File: src/design/qbpm_pkg.sv
// Shared types, constants and helpers for the box pixel mask.
// Used by the box cell, the top level and the bench.
package qbpm_pkg;

  localparam int unsigned DEFAULT_MAX_BOXES = 8;
  localparam int unsigned CORNERS = 4;

  localparam int unsigned COORD_W  = 16;
  localparam int unsigned PIXEL_W  = 12;
  localparam int unsigned DIM_W    = 13;
  localparam int unsigned COUNT_W  = 4;
  localparam int unsigned BOX_W    = 3;
  localparam int unsigned CORNER_W = 2;
  localparam int unsigned BYTE_W   = 8;

  localparam int unsigned CFG_INDEX_W = 2;
  localparam int unsigned CFG_DATA_W  = 13;

  localparam logic [CFG_INDEX_W-1:0] REG_IMAGE_WIDTH  = 2'd0;
  localparam logic [CFG_INDEX_W-1:0] REG_IMAGE_HEIGHT = 2'd1;
  localparam logic [CFG_INDEX_W-1:0] REG_ACTIVE_BOXES = 2'd2;

  localparam logic [DIM_W-1:0]   RESET_IMAGE_WIDTH  = 13'd640;
  localparam logic [DIM_W-1:0]   RESET_IMAGE_HEIGHT = 13'd480;
  localparam logic [COUNT_W-1:0] RESET_ACTIVE_BOXES = 4'd0;

  localparam logic CMD_LOAD  = 1'b0;
  localparam logic CMD_PIXEL = 1'b1;

  typedef struct packed {
    logic                       command;
    logic [BOX_W-1:0]           box_index;
    logic [CORNER_W-1:0]        corner_index;
    logic signed [COORD_W-1:0]  corner_x;
    logic signed [COORD_W-1:0]  corner_y;
    logic [PIXEL_W-1:0]         pixel_x;
    logic [PIXEL_W-1:0]         pixel_y;
    logic [BYTE_W-1:0]          byte_first;
    logic [BYTE_W-1:0]          byte_second;
    logic [BYTE_W-1:0]          byte_third;
  } item_t;

  typedef struct packed {
    logic [BYTE_W-1:0] out_first;
    logic [BYTE_W-1:0] out_second;
    logic [BYTE_W-1:0] out_third;
    logic              covered;
  } result_t;

  typedef struct packed {
    logic [DIM_W-1:0]   image_width;
    logic [DIM_W-1:0]   image_height;
    logic [COUNT_W-1:0] active_boxes;
  } cfg_t;

  typedef struct packed {
    logic  valid;
    logic  hit;
    item_t item;
  } stage_t;

  function automatic logic [DIM_W-1:0] clamp_bound(logic signed [COORD_W-1:0] v,
                                                   logic [DIM_W-1:0] lim);
    logic signed [COORD_W:0] v_ext;
    logic signed [COORD_W:0] lim_ext;
    logic [DIM_W-1:0]        res;
    v_ext   = {v[COORD_W-1], v};
    lim_ext = {{(COORD_W+1-DIM_W){1'b0}}, lim};
    if (v_ext > lim_ext) begin
      res = lim;
    end else if (v[COORD_W-1]) begin
      res = '0;
    end else begin
      res = v[DIM_W-1:0];
    end
    return res;
  endfunction

endpackage

File: src/design/qbpm_cell.sv
// One box cell: holds the four corners and bounds of its box, tests the
// passing pixel and hands the request on to the next cell. Uses qbpm_pkg.
module qbpm_cell #(
  parameter int unsigned INDEX = 0
) (
  input  logic            clk,
  input  logic            rst,
  input  logic            advance,
  input  qbpm_pkg::cfg_t   cfg,
  input  qbpm_pkg::stage_t stage_in,
  output qbpm_pkg::stage_t stage_out
);

  logic signed [qbpm_pkg::COORD_W-1:0] cx [qbpm_pkg::CORNERS];
  logic signed [qbpm_pkg::COORD_W-1:0] cy [qbpm_pkg::CORNERS];
  logic signed [qbpm_pkg::COORD_W-1:0] cx_next [qbpm_pkg::CORNERS];
  logic signed [qbpm_pkg::COORD_W-1:0] cy_next [qbpm_pkg::CORNERS];
  logic signed [qbpm_pkg::COORD_W-1:0] min_x, max_x, min_y, max_y;
  logic signed [qbpm_pkg::COORD_W-1:0] min_x_next, max_x_next, min_y_next, max_y_next;

  logic                         load_hit;
  logic                         active;
  logic                         covered;
  logic [qbpm_pkg::DIM_W-1:0]   sx, ex, sy, ey;
  logic [qbpm_pkg::DIM_W-1:0]   px, py;

  logic                         valid;
  logic                         hit;
  qbpm_pkg::item_t              item;

  assign load_hit = advance && stage_in.valid
                    && (stage_in.item.command == qbpm_pkg::CMD_LOAD)
                    && (32'(stage_in.item.box_index) == 32'(INDEX));

  always_comb begin
    cx_next = cx;
    cy_next = cy;
    if (load_hit) begin
      cx_next[stage_in.item.corner_index] = stage_in.item.corner_x;
      cy_next[stage_in.item.corner_index] = stage_in.item.corner_y;
    end
    min_x_next = cx_next[0];
    max_x_next = cx_next[0];
    min_y_next = cy_next[0];
    max_y_next = cy_next[0];
    for (int c = 1; c < qbpm_pkg::CORNERS; c++) begin
      if (cx_next[c] < min_x_next) min_x_next = cx_next[c];
      if (cx_next[c] > max_x_next) max_x_next = cx_next[c];
      if (cy_next[c] < min_y_next) min_y_next = cy_next[c];
      if (cy_next[c] > max_y_next) max_y_next = cy_next[c];
    end
  end

  always_ff @(posedge clk) begin
    if (rst) begin
      for (int c = 0; c < qbpm_pkg::CORNERS; c++) begin
        cx[c] <= '0;
        cy[c] <= '0;
      end
      min_x <= '0;
      max_x <= '0;
      min_y <= '0;
      max_y <= '0;
    end else if (load_hit) begin
      cx    <= cx_next;
      cy    <= cy_next;
      min_x <= min_x_next;
      max_x <= max_x_next;
      min_y <= min_y_next;
      max_y <= max_y_next;
    end
  end

  assign sx = qbpm_pkg::clamp_bound(min_x, cfg.image_width);
  assign ex = qbpm_pkg::clamp_bound(max_x, cfg.image_width);
  assign sy = qbpm_pkg::clamp_bound(min_y, cfg.image_height);
  assign ey = qbpm_pkg::clamp_bound(max_y, cfg.image_height);

  assign px = {1'b0, stage_in.item.pixel_x};
  assign py = {1'b0, stage_in.item.pixel_y};

  assign active  = 32'(cfg.active_boxes) > 32'(INDEX);
  assign covered = active && (px >= sx) && (px < ex) && (py >= sy) && (py < ey);

  always_ff @(posedge clk) begin
    if (rst) begin
      valid <= 1'b0;
    end else if (advance) begin
      valid <= stage_in.valid;
    end
  end

  always_ff @(posedge clk) begin
    if (advance) begin
      item <= stage_in.item;
      hit  <= stage_in.hit
              | ((stage_in.item.command == qbpm_pkg::CMD_PIXEL) & covered);
    end
  end

  assign stage_out.valid = valid;
  assign stage_out.hit   = hit;
  assign stage_out.item  = item;

endmodule

File: config.mk
export PLATFORM = sky130hd
export DESIGN_NAME = qbpm_cell
export DESIGN_NICKNAME = d
export VERILOG_FILES = /design/src/design/qbpm_pkg.sv /design/src/design/qbpm_cell.sv
export SDC_FILE = /design/constraint.sdc
export NUM_CORES = 1
export LEC_CHECK = 0
export BUFFER_PORTS_ARGS = -buffer_cell sky130_fd_sc_hd__buf_2
export CORE_ASPECT_RATIO = 1.75
export CORE_MARGIN = 5
export CORE_UTILIZATION = 31
export DETAILED_ROUTE_END_ITERATION = 10
export PLACE_DENSITY = 0.54
export REMOVE_ABC_BUFFERS = 1
export SETUP_SLACK_MARGIN = 0.2
export SYNTH_ARGS = -nofsm -noshare
export SYNTH_HDL_FRONTEND = slang
export SYNTH_SLANG_ARGS = --single-unit
File: constraint.sdc
create_clock -name clk -period 21.4 [get_ports clk]
set_input_delay 1.07 -clock clk [delete_from_list [all_inputs] [get_ports clk]]
set_output_delay 1.07 -clock clk [all_outputs]
set_load 0.05 [all_outputs]
Yosys cells after proc, flatten, opt, wreduce, memory -nomap -nowiden --
Index checks and enable logic that the tools add are counted.
Operators by class: $add $sub $neg 0, shift-type cells 0, mux-type cells 26, div/mod/pow operators 0, bitwise logic cells 4, reductions and logical operators 9, magnitude comparators 23, multiply operators 0, eq/ne operators 0
Operators by type and width (count):
- two-way mux 16 bit | 13
- bitwise mux 64 bit | 2
- two-way mux 64 bit | 2
- two-way mux 13 bit | 8
- greater-than comparator 16 bit | 6
- < comparator 16 bit | 6
- greater-than comparator 16 x 14 -> 1 bit | 4
- demux 16 bit (select 2 bit) | 1
- greater-or-equal comparator 12 x 13 -> 1 bit | 2
- < comparator 12 x 13 -> 1 bit | 2
- logical AND 1 bit | 8
- greater-than comparator 4 x 1 -> 1 bit, second input constant | 1
- greater-or-equal comparator 3 bit, second input constant | 1
- zero test 3 bit | 1
- < comparator 3 x 1 -> 1 bit, second input constant | 1
- NOT 2 -> 3 bit | 1
- AND 1 bit | 1
- NOT 1 bit | 1
- bitwise OR 1 bit | 1
Storage, ports and cells: output and inout bits 88, bits of input ports 121, ROM bits 0, bits in registers 280, logic and storage cells 86, bits in latches 0, memory bits (writable) 0, memories kept 0

Depth between registers and ports, before layout --
Gate-level depths: netlist of run 1.
depth after elaboration 13, gate-level depth with buffers 44, gate-level depth less buffers 36

Worst setup path after synthesis of run 1 --
No wires, ideal clock.
path kind input -> register, start point input stage_in[84] (netlist name), end point register min_x[11] (netlist name), setup time 0.117 ns, slack 11.164 ns, stages 40, arrival time 10.119 ns, required time 21.283 ns, path buffers 8, path through or4_1 -> buf_2 -> nor4b_4 -> buf_2 -> buf_1 -> mux2i_1 -> inv_1 -> ha_1 -> clkbuf_1 -> nand4_1 -> inv_1 -> a221oi_1 -> a31oi_1 -> a311oi_2 -> buf_4 -> buf_2 -> mux2_2 -> ha_1 -> (+4 left out) -> nor2b_1 -> a41o_1 -> nor2_4 -> buf_4 -> mux2_2 -> ha_1 -> a21o_1 -> a21o_1 -> a21o_1 -> a21oi_1 -> o211ai_1 -> inv_1 -> and3_1 -> a221o_2 -> buf_2 -> o21ai_0 -> a221o_1 -> a22o_1
RTL lines:
- from (decl) | line qbpm_cell.sv:10 | input qbpm_pkg::stage_t stage_in,
- to (signal assigned) | line qbpm_cell.sv:67 | min_x <= min_x_next;
- to (decl) | line qbpm_cell.sv:18 | logic signed [qbpm_pkg::COORD_W-1:0] min_x, max_x, min_y, max_y;

==> results of run 1 <==
## worst max-delay path, delay by kind of cell
kind,cells,cell delay [ps]
AND/OR/NAND/NOR,8,2440
AO/OA/AOI/OAI,13,4080
adder cells (fa/ha/maj),3,1530
multiplexers,3,1350
buffers and inverters,5,1170
## per-stage QoR
stage / area [sq um] / worst slack, ps / util / hold slack, ps
final: 21900 / 10070 / 0.365 / 480
after floorplan: 18400 / 9490 / - / 426
after CTS: 21900 / 10190 / 0.365 / 477
after detailed placement: 20700 / 9620 / 0.344 / 461
after global routing: 21900 / 9560 / 0.365 / 500
after global placement: 20700 / 9990 / 0.344 / 449
## cell type report
cell class | count | area share
Multi-Input combinational cell | 1449 | 0.523
Tap cell | 786 | 0.0448
Antenna cell | 2 | 0.000228
Inverter | 141 | 0.0241
Sequential cell | 280 | 0.295
Timing Repair Buffer | 235 | 0.0569
Clock inverter | 14 | 0.00890
Clock buffer | 47 | 0.0468
## report_power, final
part           switching [mW]  internal (mW)  leakage (nW)
Clock                   0.250          0.388         0.599
Combinational           0.151         0.0666          6.84
Sequential            0.00358          0.563          2.41
## Yosys cell counts (48+ instances only)
cell and n:
clkbuf_1 59, mux2_2 113, inv_1 141, nor2_1 201
edfxtp_1 87, o21ai_0 71, a21o_1 48, dfxtp_1 193
nand2_1 90, ha_1 249, mux2i_1 159, a21oi_1 100
## flip-flops by register name, indices dropped and copies added (netlist names)
name / cells
stage_out: 86
max_y: 16
valid: 1
max_x: 16
hit: 1
cy: 64
min_y: 16
min_x: 16
cx: 64
## kinds of logic (layout without fill, tap and decap cells)
group	Yosys count	after routing	synth area share
AND/OR/NAND/NOR	519	519	0.136
AO/OA/AOI/OAI	396	396	0.146
flip-flops	280	280	0.345
multiplexers	279	279	0.158
adder cells (fa/ha/maj)	250	250	0.166
buffers and inverters	224	437	0.0467
XOR/XNOR	5	5	0.00233
other	0	2	0
## per-layer routing
layer / global-route usage / vias to the layer above / routed length (um)
met4: 0.114 / 0 / 4470
met1: 0.194 / 7484 / 23300
met5: 0 / - / 0
li1: - / 7564 / -
met2: 0.379 / 439 / 35600
met3: 0.0204 / 169 / 2300
## worst min path at each step
| stage | from | endpoint |
|---|---|---|
| 2_1_floorplan | max_x[13] | max_x[13] |
| 3_3_place_gp | max_x[13] | max_x[13] |
| 3_5_place_dp | max_x[14] | max_x[14] |
| 4_1_cts | max_x[14] | max_x[14] |
| 5_1_grt | max_x[14] | max_x[14] |
| 6_report | max_x[13] | max_x[13] |
==> results.sh, run 1 <==
export IMPL_maxSlewHeadroom=0.239
export IMPL_cp_startpoint="stage_in[84]"
export IMPL_worst_pin_slew_ps=1110
export IMPL_area_delta_synth_final_pct=16.7
export IMPL_cts_buffers=34
export IMPL_wl_per_cell_um=22.2
export IMPL_crit_arrival_ps=11760
export IMPL_drv_cap=0
export IMPL_final_cells=2954
export IMPL_yosys_cell_types_count=72
export IMPL_final_cell_mix="ha_1, buf_2, nor2_1, dfxtp_1, mux2i_1"
export IMPL_hold_path_class="reg -> reg"
export IMPL_synth_top_area_frac=0.206
export IMPL_fin_crit_sh=0.530
export IMPL_drive_gt1_frac=0.207
export IMPL_row_count=119
export IMPL_postRouteWirelength_mm=65.7
export IMPL_num_vias=15700
export IMPL_seq_area_sq_mm=0.00648
export IMPL_clkSinkCount=280
export IMPL_crit_type="in -> reg"
export IMPL_synth_area_top_cells="dfxtp_1, ha_1, edfxtp_1, mux2i_1, mux2_2"
export IMPL_start_util=0.312
export IMPL_r2r_start="cx[41]"
export IMPL_synth_top_area_cell="dfxtp_1"
export IMPL_post_cts_resized=0
export IMPL_grt_pass1_wl_mm=98.2
export IMPL_crit_top_cell="ha_1"
export IMPL_synth_edff_count=87
export IMPL_synth_seq_cells=280
export IMPL_die_area_sq_mm=0.0658
export IMPL_fp_dieH_um=336
export IMPL_drt_first_pass_iters=5
export IMPL_totalPowerFinal_mw=1.42
export IMPL_report_final_hold_viol_count=0
export IMPL_fmax_mhz=88.2
export IMPL_dp_cells=2891
export IMPL_synthArstFlopShare=0
export IMPL_reg2reg_to="min_x[5]"
export IMPL_cts_buffer_depth=3
export IMPL_slowest_delay_ps=840
export IMPL_via_per_inst=5.30
export IMPL_hpwl_mm=51.2
export IMPL_setup_violations=0
export IMPL_drc=0
export IMPL_die_w_um=196
export IMPL_hold_depth=2
export IMPL_layout_commonest_cell="ha_1"
export IMPL_grt_pass1_vias=16400
export IMPL_peakVddDrop_uv=53.4
export IMPL_core_area_sq_mm=0.0602
export IMPL_synth_area_sq_mm=0.0188
export IMPL_io_pins=209
export IMPL_worstPathMaxFanout=32
export IMPL_slew_violations=0
export IMPL_powerDensity_mw_per_mm2=64.8
export IMPL_cp_slowest_cell="ha_1"
export IMPL_multiInputGateArea_sq_mm=0.0115
export IMPL_cp_start_kind="input port"
export IMPL_yosys_warnings=0
export IMPL_ff2ff_path_depth=28
export IMPL_grt_max_degree=84
export IMPL_fin_tns_setup_ps=0
export IMPL_rsz0062_at_grt="false"
export IMPL_clk_pin_slew_ps=60
export IMPL_postCtsSetupRepairBufs=0
export IMPL_root_buffer="clkbuf_16"
export IMPL_critPathRequiredTime_ps=21820
export IMPL_syn_avg_cell_area_sq_um=9.62
export IMPL_critPathCaptureType="flop"
export IMPL_p_leak_nw=9.84
export IMPL_drtAntennaViolNets=0
export IMPL_drt_initial_drc_count=759
export IMPL_clock_skew_ps=32.1
export IMPL_ys_flop_type="dfxtp_1"
export IMPL_rrSetupSlack_ps=12230
export IMPL_antenna_found_initial=4
export IMPL_place_gp_congestion=0.937
export IMPL_synth_cells=1953
export IMPL_insertion_delay_ps=550
export IMPL_grt_use_total=0.194
export IMPL_grt_ovfl_total=0
export IMPL_nets=2511
export IMPL_hold_buffers=0
export IMPL_cts_htree_levels=2
export IMPL_cts_tree="yes"
export IMPL_yosysSeqAreaShare=0.345
export IMPL_port_buffers=208
export IMPL_outcome="finished, final reports clean"
export IMPL_final_fill_count=6161
export IMPL_period_minus_slack_ps=11330
export IMPL_crit_end="min_x[5]"
(Power assumes the default switching activity.)
==> run 2: changes to the inputs <==
Clock period 21.4 ns to 10.5 ns, I/O delays scaled along.
==> results.sh, run 2 (same netlist as run 1, synthesis figures left out) <==
export IMPL_crit_buf_inv=4
export IMPL_grt_pass1_vias=16500
export IMPL_grt_max_degree=60
export IMPL_slew_violations=0
export IMPL_seq_area_sq_mm=0.00648
export IMPL_clk_pin_slew_ps=60
export IMPL_holdWs_ps=101
export IMPL_ff2ff_path_depth=31
export IMPL_setup_violations=0
export IMPL_area_delta_synth_final_pct=16.6
export IMPL_drv_cap=0
export IMPL_cp_depth=35
export IMPL_worst_pin_slew_ps=1260
export IMPL_largest_reg_flops=86
export IMPL_maxSlewHeadroom=0.159
export IMPL_place_gp_congestion=0.928
export IMPL_root_buffer="clkbuf_16"
export IMPL_cp_slowest_cell="or4_1"
export IMPL_worst_slack_ps=662
export IMPL_fin_area_sq_mm=0.0219
export IMPL_dp_cells=2903
export IMPL_hold_depth=1
export IMPL_io_pins=209
export IMPL_hold_path_class="in -> reg"
export IMPL_layout_commonest_cell="ha_1"
export IMPL_rrSetupSlack_ps=1880
export IMPL_multiInputGateArea_sq_mm=0.0115
export IMPL_reg2reg_to="max_y[13]"
export IMPL_antenna_found_initial=5
export IMPL_grt_use_total=0.190
export IMPL_crit_type="in -> reg"
export IMPL_clkSinkCount=280
export IMPL_outcome="finished, final reports clean"
export IMPL_slowest_delay_ps=710
export IMPL_final_cell_mix="ha_1, buf_2, nor2_1, dfxtp_1, mux2i_1"
export IMPL_cp_startpoint="stage_in[84]"
export IMPL_cts_buffers=30
export IMPL_drtAntennaViolNets=0
export IMPL_critPathRequiredTime_ps=11010
export IMPL_peakVddDrop_uv=138
export IMPL_fin_crit_sh=0.937
export IMPL_fmax_mhz=102
export IMPL_wl_per_cell_um=21.9
export IMPL_cts_tree="yes"
export IMPL_grt_pass1_wl_mm=97.0
export IMPL_die_w_um=196
export IMPL_critPathCaptureType="flop"
export IMPL_insertion_delay_ps=600
export IMPL_cts_buffer_depth=3
export IMPL_grt_ovfl_total=0
export IMPL_port_buffers=208
export IMPL_drc=0
export IMPL_cp_start_kind="input port"
export IMPL_crit_arrival_ps=10340
export IMPL_period_minus_slack_ps=9840
export IMPL_path_delay_family="compound AO/OA/AOI/OAI gates"
export IMPL_r2r_start="cy[47]"
export IMPL_hpwl_mm=51.1
export IMPL_worstPathMaxFanout=32
export IMPL_p_leak_nw=9.83
export IMPL_fin_tns_setup_ps=0
export IMPL_drt_initial_drc_count=639
export IMPL_row_count=119
export IMPL_start_util=0.312
export IMPL_num_vias=15600
export IMPL_report_final_hold_viol_count=0
export IMPL_crit_top_cell="a21oi_1"
export IMPL_clock_skew_ps=23.8
export IMPL_cts_htree_levels=1
export IMPL_final_cells=2962
export IMPL_crit_end="max_y[13]"
export IMPL_postRouteWirelength_mm=64.7
export IMPL_hold_buffers=0
export IMPL_via_per_inst=5.28
export IMPL_powerDensity_mw_per_mm2=127
export IMPL_die_area_sq_mm=0.0658
export IMPL_fp_dieH_um=336
export IMPL_rsz0062_at_grt="false"
export IMPL_final_fill_count=6148
export IMPL_place_area_sq_mm=0.0208
export IMPL_drive_gt1_frac=0.211
export IMPL_nets=2519
export IMPL_drt_first_pass_iters=5
export IMPL_dp_slack_ps=-213
export IMPL_core_area_sq_mm=0.0602
## run 2: changes by cell type in the layout (fill, tap and decap cells not counted), moves of 2 or more
cell        delta
buf_4          +9
clkinvlp_4     +2
buf_12         +3
clkbuf_1       -2
bufinv_16      +2
clkinv_2       +6
clkbuf_16      -8
inv_6          -3
## run 2: how the worst min path moves through the flow
| stage | slack, ps | startpoint | to |
|---|---|---|---|
| finish | 100 | stage_in[19] | stage_out[19] |
| global route | 70 | stage_in[7] | stage_out[7] |
| CTS | 50 | stage_in[19] | stage_out[19] |
| detailed placement | 450 | max_x[14] | max_x[14] |
| global placement | 450 | max_x[14] | max_x[14] |
| floorplan | 430 | max_x[13] | max_x[13] |
## run 2: area by class of cell
class                      count  share of cell area
multi-input combinational   1449               0.524
sequential                   280               0.295
timing repair buffer         247              0.0628
tap                          786              0.0449
clock buffer                  36              0.0367
inverter                     141              0.0241
clock inverter                20              0.0121
antenna                        3            0.000342
## run 2: where the power goes
group          internal (mW)  switching [mW]
registers               1.15         0.00736
logic                  0.138           0.305
clock network          0.694           0.494
## run 2: routing by layer
metal | up-vias | part of all wire | track usage
met5 | - | 0.00014 | 0
met4 | 2 | 0.064 | 0.107
met3 | 181 | 0.038 | 0.0191
met2 | 415 | 0.55 | 0.383
met1 | 7461 | 0.35 | 0.185
li1 | 7590 | - | -
## run 2: through the flow
step                      power (mW)  utilization
after global routing            2.90        0.364
final                           2.78        0.364
after CTS                       2.84        0.364
after global placement          1.62        0.346
after floorplan                 1.45            -
after detailed placement        1.62        0.346
## run 2: repair_timing
item / in CTS / in global routing
buffers inserted: 0 / 0
gates resized for setup: 0 / 1
endpoints found under the setup margin: 0 / 13
